## src/rtl/bvr_ram.sv

```systemverilog
`timescale 1ns / 1ps

module bvr_ram #(
  parameter int WIDTH = 64,
  parameter int DEPTH = 64
) (
  input  logic                                     clk,
  input  logic                                     we,
  input  logic [((DEPTH > 1) ? $clog2(DEPTH) : 1)-1:0] waddr,
  input  logic [WIDTH-1:0]                         wdata,
  input  logic [((DEPTH > 1) ? $clog2(DEPTH) : 1)-1:0] raddr,
  output logic [WIDTH-1:0]                         rdata
);

  logic [WIDTH-1:0] mem [0:DEPTH-1];

  // One write port, one registered read port
  always_ff @(posedge clk) begin
    if (we) begin
      mem[waddr] <= wdata;
    end
    rdata <= mem[raddr];
  end

endmodule

```

## config.mk

```make
export PLATFORM = sky130hd
export DESIGN_NAME = bvr_ram
export DESIGN_NICKNAME = d
export VERILOG_FILES = /design/src/rtl/bvr_ram.sv
export SDC_FILE = /design/constraint.sdc
export NUM_CORES = 2
export LEC_CHECK = 0
export CORE_AREA = 3 3 715 717
export CTS_CLUSTER_SIZE = 40
export DETAILED_ROUTE_END_ITERATION = 8
export DIE_AREA = 0 0 718 720
export DONT_BUFFER_PORTS = 1
export PLACE_DENSITY = 0.53
export SLEW_MARGIN = 20
export SYNTH_ARGS = -nofsm -noshare
export SYNTH_HDL_FRONTEND = slang
export SYNTH_SLANG_ARGS = --single-unit
```

## constraint.sdc

```tcl
create_clock -name clk -period 7.86 [get_ports clk]
set_clock_uncertainty 0.2 [all_clocks]
set_input_delay 1.572 -clock clk [delete_from_list [all_inputs] [get_ports clk]]
set_output_delay 1.572 -clock clk [all_outputs]
set_load 0.05 [all_outputs]
```

==> flow_summary.ini <==
[power]
p_seq_share_pct = 53.5
power_density_nw_per_um2 = 259
swShare_pct = 21.0
power.switching_mw = 9.77
total_power_mw = 46.5
comb_power_share_pct = 3.6
peakVddDrop_v = 0.000209
clockPowerShare_pct = 42.9
leakage_nw = 54.6
cell_internal_pwr_mw = 36.7

[worst_setup_path]
cpPeakStageDelay_ps = 830
cp-end-kind = flop
worst-path-max-fanout = 196
crit_required_ps = 8500
cp_cell_sequence = buf_16 -> and2_4 -> buf_4 -> a22oi_1 -> and3_1 -> a211oi_1
cpMaxStageDelayCell = buf_16
cp.arrival_ps = 5020
r2r_cells = 5
worst_setup_path_start_kind = input pin
reg2reg_to = rdata[62]$_DFF_P_
crit_type = input pin to flop
reg2reg_from = mem[11][62]$_DFFE_PP_
r2r_slack_ps = 5380

[sta]
finalSetupViolCount = 0
min_period_ps = 4390
setup_ws_ps = 3470
rsz0062_at_grt = false
slew_headroom_pct = 6.17
hold_viol_final = 0
tns_ps = 0
worstMarginPinSlew_ps = 1410
fmax_ghz = 0.228
maxSlewViolCount = 0
finalCritPeriodShare_pct = 55.8
hold_ws_ps = 497

[clocking]
cts_setup_buffers = 0
cts_root_buffer = clkbuf_16
cts_sinks = 4160
cts_resized = 0
cts_buffer_depth = 4
path_clk_slew_ps = 60
cts_tree = done
clock_latency_ps = 970
htree_levels = 5
cts_made_buffers = 424
cts_hold_buffers = 0

[yosys]
synthFlopType = edfxtp_1
async_flop_share_pct = 0
avgSynthCellArea_um2 = 23.7
synth_fa_ha_area_share_pct = 0
synth-xor-area-share_pct = 0
netlist-cell-type-count = 33
synthCells = 6598
synth_edf_count = 4096
synth_seq_cells = 4160
synth_warnings = 0
synth_compound_area_share_pct = 2.48
seq_area_frac_synth_pct = 79.5
syn_nets = 6676
syn-cell-area_um2 = 156000
synthSimpleGateAreaFrac_pct = 1.24
synth_top_family_by_area = multiplexers
yosys-mux-area-fraction_pct = 15.6

[worst_hold_path]
worstHoldEndpoint = mem[52][17]$_DFFE_PP_
holdCritStartpoint = wdata[17]
hold_depth = 0
hp-class = input pin to flop

[final_layout]
fillers = 45900
syn_to_final_growth_pct = 14.9
layout_common_cells = edfxtp_1, mux4_2, clkbuf_16, a22oi_1, buf_4
final_common_cell = edfxtp_1
layout-drive-gt1-share_pct = 26.8
regArea_um2 = 124000
nNetsFinal = 6938
multiInputGateArea_um2 = 30800

[drt]
drt_first_pass_iters = 5
drt_wl_total_um = 455000
drt-vias-per-instance = 5.28
drt_iter0_drc = 9216
wl_per_cell_um = 32.6
ant_nets = 0
drc_errors = 0
num_vias = 73600

[grt]
grt_pass1_vias = 75800
grt_pass1_wl_um = 626000
grt_overflow = 0
grt_max_degree = 412
grt.total_usage_pct = 17.2
antenna_found_initial = 23

[placement]
hpwl_um = 240000
gp_congestion = 0.755
io_buffer_count = 0
dp_slack_ps = 2690

[floorplan]
io_pins = 142
core_um2 = 505000
die_y_um = 720
rows = 261
dieArea_um2 = 517000
die_width_um = 718
start_util_pct = 30.9

[run_status]
outcome = completed

[flow_run]
drv_cap = 0
routing by layer:
metal	global-route usage [%]	routed length [µm]
met5	0	27
met4	4.00	10900
met1	22.8	183000
met3	3.03	33700
met2	29.4	228000
critical path, delay by kind of cell:
family	cells	cell delay [ps]
compound gates	2	420
buf+inv	2	1620
simple gates	2	1040
worst max path at each step:
stage / slack (ps) / startpoint / depth (start not counted) / to
global route: 3430 / raddr[2] / 6 / rdata[49]$_DFF_P_
finish: 3470 / raddr[2] / 6 / rdata[49]$_DFF_P_
detailed placement: 2690 / waddr[4] / 3 / mem[40][60]$_DFFE_PP_
global placement: 2700 / raddr[0] / 7 / rdata[54]$_DFF_P_
floorplan: 650 / waddr[3] / 4 / mem[48][0]$_DFFE_PP_
CTS: 3730 / waddr[4] / 3 / mem[40][12]$_DFFE_PP_
flip-flops by register name (all words and copies together), names as in the netlist:
| name | count |
|---|---|
| rdata | 64 |
| mem | 4096 |
cell type report:
| type | instances | area share [%] |
|---|---|---|
| Clock inverter | 250 | 1.32 |
| Timing Repair Buffer | 206 | 1.27 |
| Inverter | 19 | 0.0397 |
| Clock buffer | 542 | 6.36 |
| Tap cell | 6706 | 4.67 |
| Sequential cell | 4160 | 69.2 |
| Multi-Input combinational cell | 2049 | 17.1 |
| Antenna cell | 4 | 0.00557 |
power groups by stage:
| stage | combinational, mW | clock, mW | sequential (mW) |
|---|---|---|---|
| floorplan | 1.14 | 0 | 25.3 |
| global placement | 1.63 | 0 | 25.4 |
| detailed placement | 1.64 | 0 | 25.4 |
| CTS | 1.65 | 20.3 | 24.9 |
| global route | 1.76 | 21.2 | 24.9 |
| finish | 1.65 | 20.0 | 24.9 |
logic make-up (layout without fill, tap and decap cells):
kind of cell	count (synthesis)	count (layout)
flops	4160	4160
mux	1159	1159
compound gates	504	504
buf+inv	389	1017
simple gates	386	386
other cells	0	4
cell usage after synthesis, drive strengths merged, types with 11 or more instances:
cell type  count  area (µm²)
buf          230        1250
dfxtp         64        1280
a41oi         26         228
o22ai         83         519
or3           29         181
nor2         112         420
mux2i        135        1350
a22oi        168        1260
a2bb2oi       19         166
a211oi        63         473
nand3         45         225
o221ai        38         333
clkbuf       140         526
or2           28         175
nor2b         28         175
inv           19        71.3
nand2         58         218
a22o          88         771
and3          64         400
edfxtp      4096      123000
mux4        1024       23100
a31oi         18         113
nand2b        11        68.8
metrics by stage:
stage,cells,util [%],cell area [µm²]
after floorplan,6598,-,156000
after global placement,13100,32.8,166000
after detailed placement,13100,32.8,166000
after CTS,13900,35.5,179000
after global routing,13900,35.5,180000
final,13900,35.6,180000
Note: power is estimated with default switching activity, not from simulation.
